## src/hw/rtl/vde_pkg.sv

```systemverilog
// Shared types, constants and the ratio-to-angle table of the vibration
// direction estimator. No dependencies.
`timescale 1ns / 1ps

package vde_pkg;

    localparam int WINDOW_DEPTH_DEF = 8;
    localparam int NUM_CH           = 3;
    localparam int CFG_IDX_W        = 2;

    // Configuration register indexes.
    localparam logic [CFG_IDX_W-1:0] CFG_MARGIN  = 2'd0;
    localparam logic [CFG_IDX_W-1:0] CFG_TIMEOUT = 2'd1;

    localparam logic [7:0] MARGIN_RST  = 8'd10;
    localparam logic [7:0] TIMEOUT_RST = 8'd100;

    // Sensor numbers as kept by the arrival tracker.
    localparam logic [1:0] SENSOR_NONE  = 2'd0;
    localparam logic [1:0] SENSOR_ONE   = 2'd1;
    localparam logic [1:0] SENSOR_TWO   = 2'd2;
    localparam logic [1:0] SENSOR_THREE = 2'd3;

    typedef enum logic [2:0] {
        ST_IDLE,
        ST_AMB_WR,
        ST_AMB_MUL,
        ST_AMB_FIX,
        ST_DET,
        ST_DIV,
        ST_EMIT
    } state_t;

    // Baseline update steps of a lane.
    typedef struct packed {
        logic wr;
        logic mul;
        logic fix;
    } lane_ctrl_t;

    typedef struct packed {
        logic eval;
        logic step;
    } trk_ctrl_t;

    typedef struct packed {
        logic compute_req;
        logic div_done;
    } trk_stat_t;

    typedef struct packed {
        logic       ok;
        logic [8:0] angle;
        logic [7:0] amplitude;
        logic [1:0] first;
        logic [1:0] second;
    } result_t;

    typedef struct packed {
        logic       valid;
        logic [5:0] deg;
    } base_t;

    // Base angle for an arrival-time ratio given in tenths.
    function automatic base_t base_angle(input logic [3:0] tenths);
        base_t b;
        b.valid = 1'b1;
        case (tenths)
            4'd10:   b.deg = 6'd0;
            4'd9:    b.deg = 6'd5;
            4'd8:    b.deg = 6'd10;
            4'd7:    b.deg = 6'd20;
            4'd6:    b.deg = 6'd25;
            4'd5:    b.deg = 6'd30;
            4'd4:    b.deg = 6'd35;
            4'd3:    b.deg = 6'd40;
            4'd2:    b.deg = 6'd50;
            4'd1:    b.deg = 6'd55;
            4'd0:    b.deg = 6'd60;
            default: begin
                b.valid = 1'b0;
                b.deg   = 6'd0;
            end
        endcase
        return b;
    endfunction

endpackage

```

## src/hw/rtl/vde_lane.sv

```systemverilog
// One sensor lane: sliding window memory, running sum, baseline mean and
// the arrival compare. Depends on vde_pkg.
`timescale 1ns / 1ps

module vde_lane #(
    parameter int WINDOW_DEPTH = vde_pkg::WINDOW_DEPTH_DEF
) (
    input  logic                            aclk,
    input  logic                            aresetn,
    input  logic                            load,
    input  logic [7:0]                      sample_in,
    input  vde_pkg::lane_ctrl_t             ctrl,
    input  logic [$clog2(WINDOW_DEPTH)-1:0] idx,
    input  logic [7:0]                      margin,
    output logic [7:0]                      level,
    output logic                            arrive
);

    localparam int SUM_W   = $clog2(255 * WINDOW_DEPTH + 1);
    localparam int RECIP_K = SUM_W;
    localparam int PROD_W  = SUM_W + RECIP_K;
    localparam logic [RECIP_K-1:0] RECIP_M = RECIP_K'((2 ** RECIP_K) / WINDOW_DEPTH);
    localparam logic [SUM_W-1:0]   DEPTH_V = SUM_W'(WINDOW_DEPTH);

    logic [7:0]              win_mem [WINDOW_DEPTH];
    logic [WINDOW_DEPTH-1:0] vld_reg;
    logic [7:0]              sample_reg;
    logic [7:0]              rd_data_reg;
    logic                    rd_vld_reg;
    logic [SUM_W-1:0]        sum_reg;
    logic [SUM_W-1:0]        sum_next;
    logic [7:0]              qest_reg;
    logic [7:0]              qest_next;
    logic [7:0]              base_reg;
    logic [7:0]              base_next;
    logic [7:0]              old_val;
    logic [PROD_W-1:0]       prod;
    logic [SUM_W-1:0]        rem;

    // Window memory with a registered read at the current slot.
    always_ff @(posedge aclk) begin
        if (ctrl.wr) begin
            win_mem[idx] <= sample_reg;
        end
        rd_data_reg <= win_mem[idx];
        rd_vld_reg  <= vld_reg[idx];
        if (load) begin
            sample_reg <= sample_in;
        end
        if (ctrl.mul) begin
            qest_reg <= qest_next;
        end
    end

    // A slot never written reads as zero.
    assign old_val  = rd_vld_reg ? rd_data_reg : 8'd0;
    assign sum_next = sum_reg - SUM_W'(old_val) + SUM_W'(sample_reg);

    // Mean by reciprocal multiply; the estimate is low by at most one.
    assign prod      = PROD_W'(sum_reg) * PROD_W'(RECIP_M);
    assign qest_next = prod[RECIP_K +: 8];
    assign rem       = sum_reg - SUM_W'(qest_reg) * DEPTH_V;
    assign base_next = (rem >= DEPTH_V) ? qest_reg + 8'd1 : qest_reg;

    always_ff @(posedge aclk) begin
        if (!aresetn) begin
            vld_reg  <= '0;
            sum_reg  <= '0;
            base_reg <= 8'd0;
        end else begin
            if (ctrl.wr) begin
                vld_reg[idx] <= 1'b1;
                sum_reg      <= sum_next;
            end
            if (ctrl.fix) begin
                base_reg <= base_next;
            end
        end
    end

    // Arrival: reading strictly above baseline plus margin, at 9 bits.
    assign arrive = {1'b0, sample_reg} > ({1'b0, base_reg} + {1'b0, margin});
    assign level  = sample_reg;

endmodule

```

## src/hw/rtl/vde_tracker.sv

```systemverilog
// Merging stage: three-phase arrival tracker, ratio divider, angle and
// amplitude of the finished event. Depends on vde_pkg.
`timescale 1ns / 1ps

module vde_tracker (
    input  logic                 aclk,
    input  logic                 aresetn,
    input  vde_pkg::trk_ctrl_t   ctrl,
    input  logic [2:0]           arrive,
    input  logic [2:0][7:0]      levels,
    input  logic [7:0]           timeout_limit,
    output vde_pkg::trk_stat_t   stat,
    output vde_pkg::result_t     result
);

    localparam logic [8:0] ANGLE_FULL = 9'd360;
    localparam logic [8:0] ANGLE_A    = 9'd120;
    localparam logic [8:0] ANGLE_B    = 9'd240;
    localparam logic [19:0] DIV3_MUL  = 20'd683;
    localparam int DIV3_SHIFT         = 11;

    logic [1:0]      first_reg, first_next;
    logic [1:0]      second_reg, second_next;
    logic [7:0]      c2_reg, c2_next;
    logic [7:0]      c3_reg, c3_next;
    logic [2:0][7:0] lvl_reg, lvl_next;
    logic [1:0]      pf_reg, ps_reg;
    logic [11:0]     rem_reg;
    logic [7:0]      div_reg;
    logic [3:0]      q_reg;
    logic            ovf_reg;
    logic            dz_reg;
    logic [1:0]      step_reg;

    logic [7:0]      c2b, c3b;
    logic [2:0]      total;
    logic [1:0]      third_ch;
    logic            bad;
    logic            found;
    logic            compute_req;
    logic [11:0]     dsh;
    logic            ge;
    vde_pkg::base_t  base;
    logic [8:0]      a9;
    logic [8:0]      angle;
    logic            pair_ok;
    logic [9:0]      asum;
    logic [19:0]     aprod;

    function automatic logic [7:0] bump(input logic [7:0] c);
        return (c != 8'hFF) ? c + 8'd1 : c;
    endfunction

    assign c2b      = bump(c2_reg);
    assign c3b      = bump(c3_reg);
    assign total    = {1'b0, first_reg} + {1'b0, second_reg};
    assign third_ch = 2'(3'd5 - total);
    assign bad      = (c3b >= timeout_limit) || (first_reg == second_reg) ||
                      (total < 3'd3) || (total > 3'd5);

    // Tracker update for one detection item.
    always_comb begin
        first_next  = first_reg;
        second_next = second_reg;
        c2_next     = c2_reg;
        c3_next     = c3_reg;
        lvl_next    = lvl_reg;
        compute_req = 1'b0;
        found       = 1'b0;
        if (ctrl.eval) begin
            if (first_reg == vde_pkg::SENSOR_NONE) begin
                for (int ch = 0; ch < vde_pkg::NUM_CH; ch++) begin
                    if (!found && arrive[ch]) begin
                        found        = 1'b1;
                        first_next   = 2'(ch + 1);
                        lvl_next[ch] = levels[ch];
                    end
                end
            end else if (second_reg == vde_pkg::SENSOR_NONE) begin
                c2_next = c2b;
                c3_next = c3b;
                if (c2b >= timeout_limit) begin
                    first_next = vde_pkg::SENSOR_NONE;
                    c2_next    = 8'd0;
                    c3_next    = 8'd0;
                end else begin
                    for (int ch = 0; ch < vde_pkg::NUM_CH; ch++) begin
                        if (!found && (2'(ch + 1) != first_reg) && arrive[ch]) begin
                            found        = 1'b1;
                            second_next  = 2'(ch + 1);
                            lvl_next[ch] = levels[ch];
                        end
                    end
                end
            end else begin
                c3_next = c3b;
                if (bad || arrive[third_ch]) begin
                    if (!bad) begin
                        lvl_next[third_ch] = levels[third_ch];
                        compute_req        = 1'b1;
                    end
                    first_next  = vde_pkg::SENSOR_NONE;
                    second_next = vde_pkg::SENSOR_NONE;
                    c2_next     = 8'd0;
                    c3_next     = 8'd0;
                end
            end
        end
    end

    always_ff @(posedge aclk) begin
        if (!aresetn) begin
            first_reg  <= vde_pkg::SENSOR_NONE;
            second_reg <= vde_pkg::SENSOR_NONE;
            c2_reg     <= 8'd0;
            c3_reg     <= 8'd0;
            lvl_reg    <= '0;
            step_reg   <= 2'd0;
        end else begin
            first_reg  <= first_next;
            second_reg <= second_next;
            c2_reg     <= c2_next;
            c3_reg     <= c3_next;
            lvl_reg    <= lvl_next;
            if (compute_req) begin
                step_reg <= 2'd3;
            end else if (ctrl.step) begin
                step_reg <= step_reg - 2'd1;
            end
        end
    end

    // Restoring division of 10 * count_to_second by count_to_third, one
    // quotient bit per cycle; a quotient of 16 or more is flagged.
    assign dsh = 12'(div_reg) << step_reg;
    assign ge  = rem_reg >= dsh;

    always_ff @(posedge aclk) begin
        if (compute_req) begin
            pf_reg  <= first_reg;
            ps_reg  <= second_reg;
            rem_reg <= 12'(c2_reg) * 12'd10;
            div_reg <= c3b;
            dz_reg  <= (c3b == 8'd0);
            ovf_reg <= 1'b0;
            q_reg   <= 4'd0;
        end else if (ctrl.step) begin
            if (ge) begin
                rem_reg <= rem_reg - dsh;
            end
            q_reg[step_reg] <= ge;
            if (step_reg == 2'd3) begin
                ovf_reg <= rem_reg >= {div_reg, 4'b0000};
            end
        end
    end

    // Angle from the ratio and the order of the first two arrivals.
    always_comb begin
        base    = vde_pkg::base_angle(q_reg);
        a9      = 9'(base.deg);
        pair_ok = 1'b1;
        angle   = 9'd0;
        if (pf_reg == vde_pkg::SENSOR_ONE && ps_reg == vde_pkg::SENSOR_TWO) begin
            angle = a9;
        end else if (pf_reg == vde_pkg::SENSOR_ONE && ps_reg == vde_pkg::SENSOR_THREE) begin
            angle = ANGLE_FULL - a9;
        end else if (pf_reg == vde_pkg::SENSOR_TWO && ps_reg == vde_pkg::SENSOR_ONE) begin
            angle = ANGLE_A - a9;
        end else if (pf_reg == vde_pkg::SENSOR_TWO && ps_reg == vde_pkg::SENSOR_THREE) begin
            angle = ANGLE_A + a9;
        end else if (pf_reg == vde_pkg::SENSOR_THREE && ps_reg == vde_pkg::SENSOR_ONE) begin
            angle = ANGLE_B + a9;
        end else if (pf_reg == vde_pkg::SENSOR_THREE && ps_reg == vde_pkg::SENSOR_TWO) begin
            angle = ANGLE_B - a9;
        end else begin
            pair_ok = 1'b0;
        end
    end

    // Mean of the three levels by reciprocal multiply, exact below 768.
    assign asum  = 10'(lvl_reg[0]) + 10'(lvl_reg[1]) + 10'(lvl_reg[2]);
    assign aprod = 20'(asum) * DIV3_MUL;

    assign result.ok        = base.valid && pair_ok && !ovf_reg && !dz_reg;
    assign result.angle     = angle;
    assign result.amplitude = aprod[DIV3_SHIFT +: 8];
    assign result.first     = pf_reg;
    assign result.second    = ps_reg;

    assign stat.compute_req = compute_req;
    assign stat.div_done    = ctrl.step && (step_reg == 2'd0);

endmodule

```

## src/hw/rtl/vibration_direction_estimator_unit.sv

```systemverilog
// Top level of the vibration direction estimator: control sequencer,
// configuration registers, three lanes, tracker and output register.
// Depends on vde_pkg, vde_lane and vde_tracker.
//
//   Channel  Ports                                      Direction
//   input    s_valid/s_ready, s_req_type, s_sample_*    in
//   result   m_valid/m_ready, m_angle_degrees, ...      out
//   config   cfg_valid/cfg_ready, cfg_index, cfg_data   in
//
// An ambient item goes through transfer, window write and sum update,
// reciprocal multiply and mean correction. A detection item goes through
// transfer and evaluation and, if it completes an event, the ratio divider,
// one bit a cycle, and the result register load. The output register
// lets the next item in while a result waits; a second result waits in the
// load cycle until the first is taken. Reset clears windows, baselines
// and tracker at once; configuration writes are taken in any cycle.
`timescale 1ns / 1ps

module vibration_direction_estimator_unit #(
    parameter int WINDOW_DEPTH = vde_pkg::WINDOW_DEPTH_DEF
) (
    input  logic                          aclk,
    input  logic                          aresetn,
    input  logic                          s_valid,
    output logic                          s_ready,
    input  logic                          s_req_type,
    input  logic [7:0]                    s_sample_one,
    input  logic [7:0]                    s_sample_two,
    input  logic [7:0]                    s_sample_three,
    output logic                          m_valid,
    input  logic                          m_ready,
    output logic [8:0]                    m_angle_degrees,
    output logic [7:0]                    m_amplitude,
    output logic [1:0]                    m_first_sensor,
    output logic [1:0]                    m_second_sensor,
    input  logic                          cfg_valid,
    output logic                          cfg_ready,
    input  logic [vde_pkg::CFG_IDX_W-1:0] cfg_index,
    input  logic [7:0]                    cfg_data
);

    localparam int IDX_W = $clog2(WINDOW_DEPTH);

    vde_pkg::state_t     state_reg, state_next;
    vde_pkg::lane_ctrl_t lane_ctrl;
    vde_pkg::trk_ctrl_t  trk_ctrl;
    vde_pkg::trk_stat_t  trk_stat;
    vde_pkg::result_t    result;

    logic [7:0]       margin_reg;
    logic [7:0]       timeout_reg;
    logic [IDX_W-1:0] idx_reg;
    logic             in_xfer;
    logic             out_free;
    logic             out_load;
    logic [2:0]       arrive;
    logic [2:0][7:0]  levels;
    logic [7:0]       sample_in [3];

    logic             m_valid_reg;
    logic [8:0]       m_angle_reg;
    logic [7:0]       m_amp_reg;
    logic [1:0]       m_first_reg;
    logic [1:0]       m_second_reg;

    assign in_xfer  = s_valid && s_ready;
    assign out_free = !m_valid_reg || m_ready;

    // Next state of the sequencer.
    always_comb begin
        state_next = state_reg;
        unique case (state_reg)
            vde_pkg::ST_IDLE: begin
                if (s_valid) begin
                    state_next = s_req_type ? vde_pkg::ST_DET : vde_pkg::ST_AMB_WR;
                end
            end
            vde_pkg::ST_AMB_WR:  state_next = vde_pkg::ST_AMB_MUL;
            vde_pkg::ST_AMB_MUL: state_next = vde_pkg::ST_AMB_FIX;
            vde_pkg::ST_AMB_FIX: state_next = vde_pkg::ST_IDLE;
            vde_pkg::ST_DET: begin
                state_next = trk_stat.compute_req ? vde_pkg::ST_DIV : vde_pkg::ST_IDLE;
            end
            vde_pkg::ST_DIV: begin
                if (trk_stat.div_done) begin
                    state_next = vde_pkg::ST_EMIT;
                end
            end
            vde_pkg::ST_EMIT: begin
                if (!result.ok || out_free) begin
                    state_next = vde_pkg::ST_IDLE;
                end
            end
            default: state_next = vde_pkg::ST_IDLE;
        endcase
    end

    // Sequencer outputs.
    always_comb begin
        s_ready       = (state_reg == vde_pkg::ST_IDLE);
        lane_ctrl.wr  = (state_reg == vde_pkg::ST_AMB_WR);
        lane_ctrl.mul = (state_reg == vde_pkg::ST_AMB_MUL);
        lane_ctrl.fix = (state_reg == vde_pkg::ST_AMB_FIX);
        trk_ctrl.eval = (state_reg == vde_pkg::ST_DET);
        trk_ctrl.step = (state_reg == vde_pkg::ST_DIV);
        out_load      = (state_reg == vde_pkg::ST_EMIT) && result.ok && out_free;
    end

    // State, window slot, configuration and output valid registers.
    always_ff @(posedge aclk) begin
        if (!aresetn) begin
            state_reg   <= vde_pkg::ST_IDLE;
            idx_reg     <= '0;
            margin_reg  <= vde_pkg::MARGIN_RST;
            timeout_reg <= vde_pkg::TIMEOUT_RST;
            m_valid_reg <= 1'b0;
        end else begin
            state_reg <= state_next;
            if (lane_ctrl.wr) begin
                idx_reg <= (idx_reg == IDX_W'(WINDOW_DEPTH - 1)) ? '0 : idx_reg + 1'b1;
            end
            if (cfg_valid && cfg_ready) begin
                unique case (cfg_index)
                    vde_pkg::CFG_MARGIN:  margin_reg  <= cfg_data;
                    vde_pkg::CFG_TIMEOUT: timeout_reg <= cfg_data;
                    default: ;
                endcase
            end
            if (out_load) begin
                m_valid_reg <= 1'b1;
            end else if (m_ready) begin
                m_valid_reg <= 1'b0;
            end
        end
    end

    // Result payload register.
    always_ff @(posedge aclk) begin
        if (out_load) begin
            m_angle_reg  <= result.angle;
            m_amp_reg    <= result.amplitude;
            m_first_reg  <= result.first;
            m_second_reg <= result.second;
        end
    end

    assign sample_in[0] = s_sample_one;
    assign sample_in[1] = s_sample_two;
    assign sample_in[2] = s_sample_three;

    // One lane per sensor.
    for (genvar ch = 0; ch < vde_pkg::NUM_CH; ch++) begin : g_lane
        vde_lane #(
            .WINDOW_DEPTH(WINDOW_DEPTH)
        ) u_lane (
            .aclk      (aclk),
            .aresetn   (aresetn),
            .load      (in_xfer),
            .sample_in (sample_in[ch]),
            .ctrl      (lane_ctrl),
            .idx       (idx_reg),
            .margin    (margin_reg),
            .level     (levels[ch]),
            .arrive    (arrive[ch])
        );
    end

    vde_tracker u_tracker (
        .aclk          (aclk),
        .aresetn       (aresetn),
        .ctrl          (trk_ctrl),
        .arrive        (arrive),
        .levels        (levels),
        .timeout_limit (timeout_reg),
        .stat          (trk_stat),
        .result        (result)
    );

    assign cfg_ready       = 1'b1;
    assign m_valid         = m_valid_reg;
    assign m_angle_degrees = m_angle_reg;
    assign m_amplitude     = m_amp_reg;
    assign m_first_sensor  = m_first_reg;
    assign m_second_sensor = m_second_reg;

endmodule

```

## config.mk

```make
export PLATFORM = sky130hd
export DESIGN_NAME = vibration_direction_estimator_unit
export DESIGN_NICKNAME = d
export VERILOG_FILES = /design/src/hw/rtl/vde_pkg.sv /design/src/hw/rtl/vde_lane.sv /design/src/hw/rtl/vde_tracker.sv /design/src/hw/rtl/vibration_direction_estimator_unit.sv
export SDC_FILE = /design/constraint.sdc
export NUM_CORES = 1
export LEC_CHECK = 0
export BUFFER_PORTS_ARGS = -buffer_cell sky130_fd_sc_hd__buf_2
export CAP_MARGIN = 20
export CORE_MARGIN = 3
export CORE_UTILIZATION = 30
export CTS_CLUSTER_SIZE = 16
export DETAILED_ROUTE_END_ITERATION = 6
export SYNTH_ARGS = -nofsm -noshare
export SYNTH_HDL_FRONTEND = slang
export SYNTH_SLANG_ARGS = --single-unit
```

## constraint.sdc

```tcl
create_clock -name aclk -period 10.3 [get_ports aclk]
set_clock_uncertainty 0.1 [all_clocks]
set_input_delay 2.575 -clock aclk [delete_from_list [all_inputs] [get_ports aclk]]
set_output_delay 2.575 -clock aclk [all_outputs]
set_load 0.02 [all_outputs]
```

# --- Yosys cells after proc, flatten, opt, wreduce, memory -nomap -nowiden ---
# Memory sizes are Yosys's and may differ from the RTL's. A register that Yosys moved wholly into a read port is not among the register bits.
# Cells that the tools add are included.
# W data, S select, Z words.
word_totals:
  inputBits: 40
  wordCells: 316
  register_bits: 252
  n_memories: 3
  ram_bits: 192
  out_inout_bits: 24
op_classes:
  bitwise_logic: 4
  shift: 1
  reduce_logical: 63
  mux: 106
  n_lt_le_gt_ge: 18
  n_eq_ne: 46
  n_mul: 2
  n_addsub: 29
mem_list:
  columns: ["memory", "depth", "word_bits", "rd", "rd_ports_with_merged_regs", "wr", "line_no", "rtl"]
  rows:
  - ["g_lane[0].u_lane.win_mem", 8, 8, 1, 1, 1, "vde_lane.sv:25", "logic [7:0] win_mem [WINDOW_DEPTH];"]
  - ["g_lane[1].u_lane.win_mem", 8, 8, 1, 1, 1, "vde_lane.sv:25", null]
  - ["g_lane[2].u_lane.win_mem", 8, 8, 1, 1, 1, "vde_lane.sv:25", null]
ops:
  columns: ["cell", "count"]
  rows:
  - ["$mux W8", 22]
  - ["$mux W24", 5]
  - ["$pmux W6 S10", 1]
  - ["$mux W9", 5]
  - ["$add A8 B1 Y8 const B", 5]
  - ["$mux W1", 38]
  - ["$add A8 B8 Y9", 4]
  - ["$mux W12", 3]
  - ["$add A11 B8 Y11", 3]
  - ["$ge A11 B4 Y1 const B", 3]
  - ["$sub A11 B11 Y11", 3]
  - ["$sub A11 B8 Y11", 3]
  - ["$mux W2", 14]
  - ["$gt A8 B9 Y1", 3]
  - ["$bwmux W24", 1]
  - ["$ge A12 B12 Y1", 2]
  - ["$or A8 B8 Y8", 3]
  - ["$logic_and A1 B1 Y1", 23]
  - ["$mul A10 B10 Y19 const B", 1]
  - ["$mux W3", 6]
  - ["$pmux W3 S6", 1]
  - ["$reduce_and A6 Y1", 3]
  - ["$bmux W8 S2", 1]
  - ["$demux W8 S2", 1]
  - ["57 further kinds", 115]

# --- Depth between registers and ports, before layout ---
logic_depth:
  depth_word: 23
  ltp_mapped: 32
  depth_no_buf: 32

# --- Modules after synthesis ---
# From an unflattened synthesis, not the netlist that was laid out.
hier_totals:
  hier_cells: 2610
  hier_area_um2: 27410.0
by_module_without_submodules:
  columns: ["module", "cells_per_inst", "area_per_inst_um2", "instances"]
  rows:
  - ["vde_tracker", 951, 8036.5, 1]
  - ["vde_lane (g_lane[2].u_lane)", 523, 5984.5, 1]
  - ["vde_lane (g_lane[0].u_lane)", 514, 5874.4, 1]
  - ["vde_lane (g_lane[1].u_lane)", 497, 5845.6, 1]
  - ["vibration_direction_estimator_unit", 125, 1669.1, 1]

# --- Worst setup path after synthesis ---
# No wires, ideal clock.
synth_path:
  kind: "flip-flop to flip-flop"
  from: "register u_tracker.lvl_reg[1] (netlist name)"
  to: "register m_amp_reg[7], in the netlist m_amplitude[7] (data pin)"
  required_ns: 9.940
  arrival_ns: 6.681
  synth_period_minus_slack_ns: 7.041
  path_stages_with_launch: 29
  setup_slack_ns: 3.259
  path_buffers: 0
  cell_sequence: "dfxtp_1 -> ha_1 -> a21o_1 -> a21oi_1 -> o21bai_1 -> a21oi_1 -> xnor2_1 -> ha_1 -> o211ai_1 -> a21oi_1 -> a211oi_1 -> o21ai_0 -> xor2_1 -> xnor2_1 -> ha_1 -> fa_1 -> fa_1 -> inv_1 -> fa_1 -> inv_1 -> ha_1 -> o21ai_0 -> or3_1 -> o211ai_1 -> o41a_1 -> a31o_2 -> a21oi_1 -> o21bai_1 -> xnor2_1"
synth_lines:
  columns: ["element", "line_no", "rtl"]
  rows:
  - ["start: declaration", "vde_tracker.sv:26", "logic [2:0][7:0] lvl_reg, lvl_next;"]
  - ["start signal: assignment", "vde_tracker.sv:124", "lvl_reg <= lvl_next;"]
  - ["end signal: assignment", "vibration_direction_estimator_unit.sv:141", "m_amp_reg <= result.amplitude;"]
  - ["end: declaration", "vibration_direction_estimator_unit.sv:62", "logic [7:0] m_amp_reg;"]

==> impl_metrics.csv <==
group,metric,value,unit
clock_network,post-cts-setup-buffers,0,
placement,io_buffer_count,62,
job,maxCapViolCount,0,
timing,period_share,0.7457,
clock_network,clkTransAtPathRegs,0.07,ns
worst_setup_path,arrival,7.92,ns
worst_setup_path,cp_top_family,"adder cells",
cells_and_area,diodes,0,
routing,drtIter0Drc,1197,
clock_network,numCtsBuffers,48,
placement,placed_cells,3701,
floorplan,dieHeight,302.5,um
synthesis,synth_flop_cell,"edfxtp_1",
worst_setup_path,end_kind,"flop",
global_routing,grt_pass1_vias,17940,
synthesis,yosysWarningCount,0,
cells_and_area,drive_above_1_share,0.08005,
worst_setup_path,crit_buf_inv,3,
worst_setup_path,cp_num_cells,29,
worst_setup_path,cp_slowest_cell,"xor2_1",
timing,hold_violations,0,
synthesis,synth_area,0.02638,mm^2
routing,finalWirelength,63830,um
floorplan,core_area,0.08702,mm^2
synthesis,synth-seq-cells,468,
worst_setup_path,slowest_delay,0.55,ns
power_and_ir_drop,ir_worst_vdd,0.1111,mV
cells_and_area,post-route-cell-area,0.02974,mm^2
min_path,min_path_type,"flop to flop",
synthesis,ys_async_sr_fraction,0,
synthesis,syn_inst,2536,
timing,fin_crit,7.680,ns
global_routing,gr-total-overflow,0,
cells_and_area,largest_reg_flops,192,
routing,drc,0,
routing,drtPass1Iterations,5,
global_routing,antenna_found_initial,3,
cells_and_area,area_growth_syn_to_layout,12.74,%
global_routing,grt_pass1_wl,100700,um
timing,worst_pin_slew,1.052,ns
worst_setup_path,worst_setup_path_start_kind,"flop",
synthesis,synth_most_common_cell,"edfxtp_1",
global_routing,grt_max_degree,77,
worst_setup_path,ff2ff_path_depth,29,
worst_setup_path,path_max_fanout,5,
synthesis,ys_seq_area_frac,0.4633,
synthesis,synth_top_family_by_area,"adder cells",
synthesis,synth_top_area_share,0.3244,
timing,setup_violations,0,
synthesis,synth.area.mux_share,0.02073,
power_and_ir_drop,total_power,4896,uW
floorplan,die_w,302.5,um
placement,gp_congestion,0.8451,
floorplan,num_io_pins,64,
floorplan,fp-row-count,108,
synthesis,synth.avg_cell_area,10.40,um^2
timing,hold_ws,0.3578,ns
status,outcome,"finished, final reports clean",
timing,grt_setup_unrepaired,"false",
clock_network,cts.sinks,468,
synthesis,synth.distinct_cells,79,
routing,wl_per_cell,16.84,um
clock_network,ctsHoldBuffers,0,
clock_network,clockBufferDepth,3,
timing,slew_headroom,0.2933,
synthesis,syn_nets,2874,
worst_setup_path,required,10.54,ns
worst_setup_path,path_class,"flop to flop",
synthesis,synth_edf_count,285,
routing,vias,18800,
clock_network,cts_resized,0,
clock_network,cts_root_buffer,"clkbuf_16",
cells_and_area,fin_cells,3791,
synthesis,synthSimpleGateAreaFrac,0.1258,
synthesis,synth_top_cell_by_area,"edfxtp_1",
floorplan,start_util,0.3031,
routing,postRouteAntennaNets,0,
placement,dp_hpwl,43880,um
synthesis,synth-xor-area-share,0.03785,
power_and_ir_drop,power_density,164.6,mW/mm^2
power_and_ir_drop,p_leak,0.01185,uW
timing,setup_tns,0,ns
min_path,whs_path_depth,0,
clock_network,worst_skew_pair.late_latency,0.62,ns
synthesis,synth_compound_area_frac,0.1500,
timing,slew_viol_final,0,
synthesis,ys_top_cells_by_area,"edfxtp_1 (32%), dfxtp_1 (14%), ha_1 (12%)",
floorplan,die-area,0.09152,mm^2
placement,dpl_cell_area,0.02812,mm^2
clock_network,cts_tree,"done",
cells_and_area,nNetsFinal,2934,
synthesis,synth-adder-area-share,0.1568,
timing,max_freq,130.2,MHz
routing,viasPerCell,4.960,
synthesis,synthTopCellsByCount,"edfxtp_1 (285), ha_1 (245), inv_1 (226)",
global_routing,grt_util_all_layers,0.1385,
clock_network,htreeDepth,2,
## routing by layer
| layer | GRT usage | vias up | share of wire |
|---|---|---|---|
| met5 | 0 | - | 0 |
| li1 | - | 9324 | - |
| met3 | 0.01789 | 81 | 0.052 |
| met1 | 0.1975 | 8999 | 0.48 |
| met4 | 0.03330 | 0 | 0.019 |
| met2 | 0.2232 | 400 | 0.45 |
## through the flow
step	utilization	worst slack, ns
finish	0.3417	2.620
global route	0.3417	1.987
CTS	0.3417	2.524
detailed placement	0.3231	2.557
global placement	0.3231	2.678
floorplan	-	3.259
## worst register-to-register path: cells and delay by family (launching register included)
kind / cells / cell delay (ns)
adder cells (fa/ha/maj): 8 / 3.06
buffers and inverters: 3 / 0.15
AO/OA/AOI/OAI: 12 / 2.50
XOR/XNOR: 4 / 0.96
flip-flops: 1 / 0.34
AND/OR/NAND/NOR: 2 / 0.28
## power by group
group,internal (uW),switching (uW),leakage (uW)
clock,1010,788,0.000787
sequential,2080,95.5,0.00409
combinational,384,546,0.00698
total,3470,1430,0.0118
## layout by cell type, fill, tap and decap left out, types with 8 or more instances in the layout
cell type,n
a21o_1,34
fa_1,53
edfxtp_1,285
clkbuf_16,49
clkinv_2,9
o21a_1,14
xor2_1,43
o21bai_1,23
ha_1,245
a31oi_1,20
or2_2,8
nor4_1,15
nand3b_1,9
mux2i_1,49
a311oi_1,15
nor2b_1,22
o21ai_0,110
and3_1,18
a22oi_1,111
a211oi_1,17
or3_1,17
nor3_1,30
inv_1,225
nand2_1,213
o211ai_1,15
nand4_1,44
clkbuf_1,9
buf_2,62
and2_1,40
buf_4,36
o22ai_1,10
a21oi_1,160
nor2_1,148
xnor2_1,71
dfxtp_1,183
nand2b_1,23
nand3_1,60
## final cells by class
type | instances | area (um^2)
Fill cell | 8807 | 57280
Multi-Input combinational cell | 1753 | 13020
Sequential cell | 468 | 12220
Tap cell | 1155 | 1445
Clock buffer | 64 | 1343
Inverter | 227 | 853.3
Timing Repair Buffer | 98 | 580.6
Clock inverter | 26 | 281.5
## kinds of logic (layout without fill, tap and decap cells)
group	Yosys count	after routing
XOR/XNOR	114	114
other	1	1
AO/OA/AOI/OAI	602	602
multiplexers	54	54
adder cells (fa/ha/maj)	299	299
buffers and inverters	315	415
flip-flops	468	468
AND/OR/NAND/NOR	683	683
## final timing paths
| path | startpoint | endpoint | slack [ns] |
|---|---|---|---|
| setup / recovery | u_tracker.lvl_reg[8] | m_amplitude[7] | 2.62 |
| hold / removal | g_lane[1].u_lane.sum_reg[3] | g_lane[1].u_lane.qest_reg[0] | 0.36 |
| setup reg to reg | u_tracker.lvl_reg[8] | m_amplitude[7] | 2.62 |
| hold reg to reg | g_lane[1].u_lane.sum_reg[3] | g_lane[1].u_lane.qest_reg[0] | 0.36 |
(Power assumes the default switching activity.)
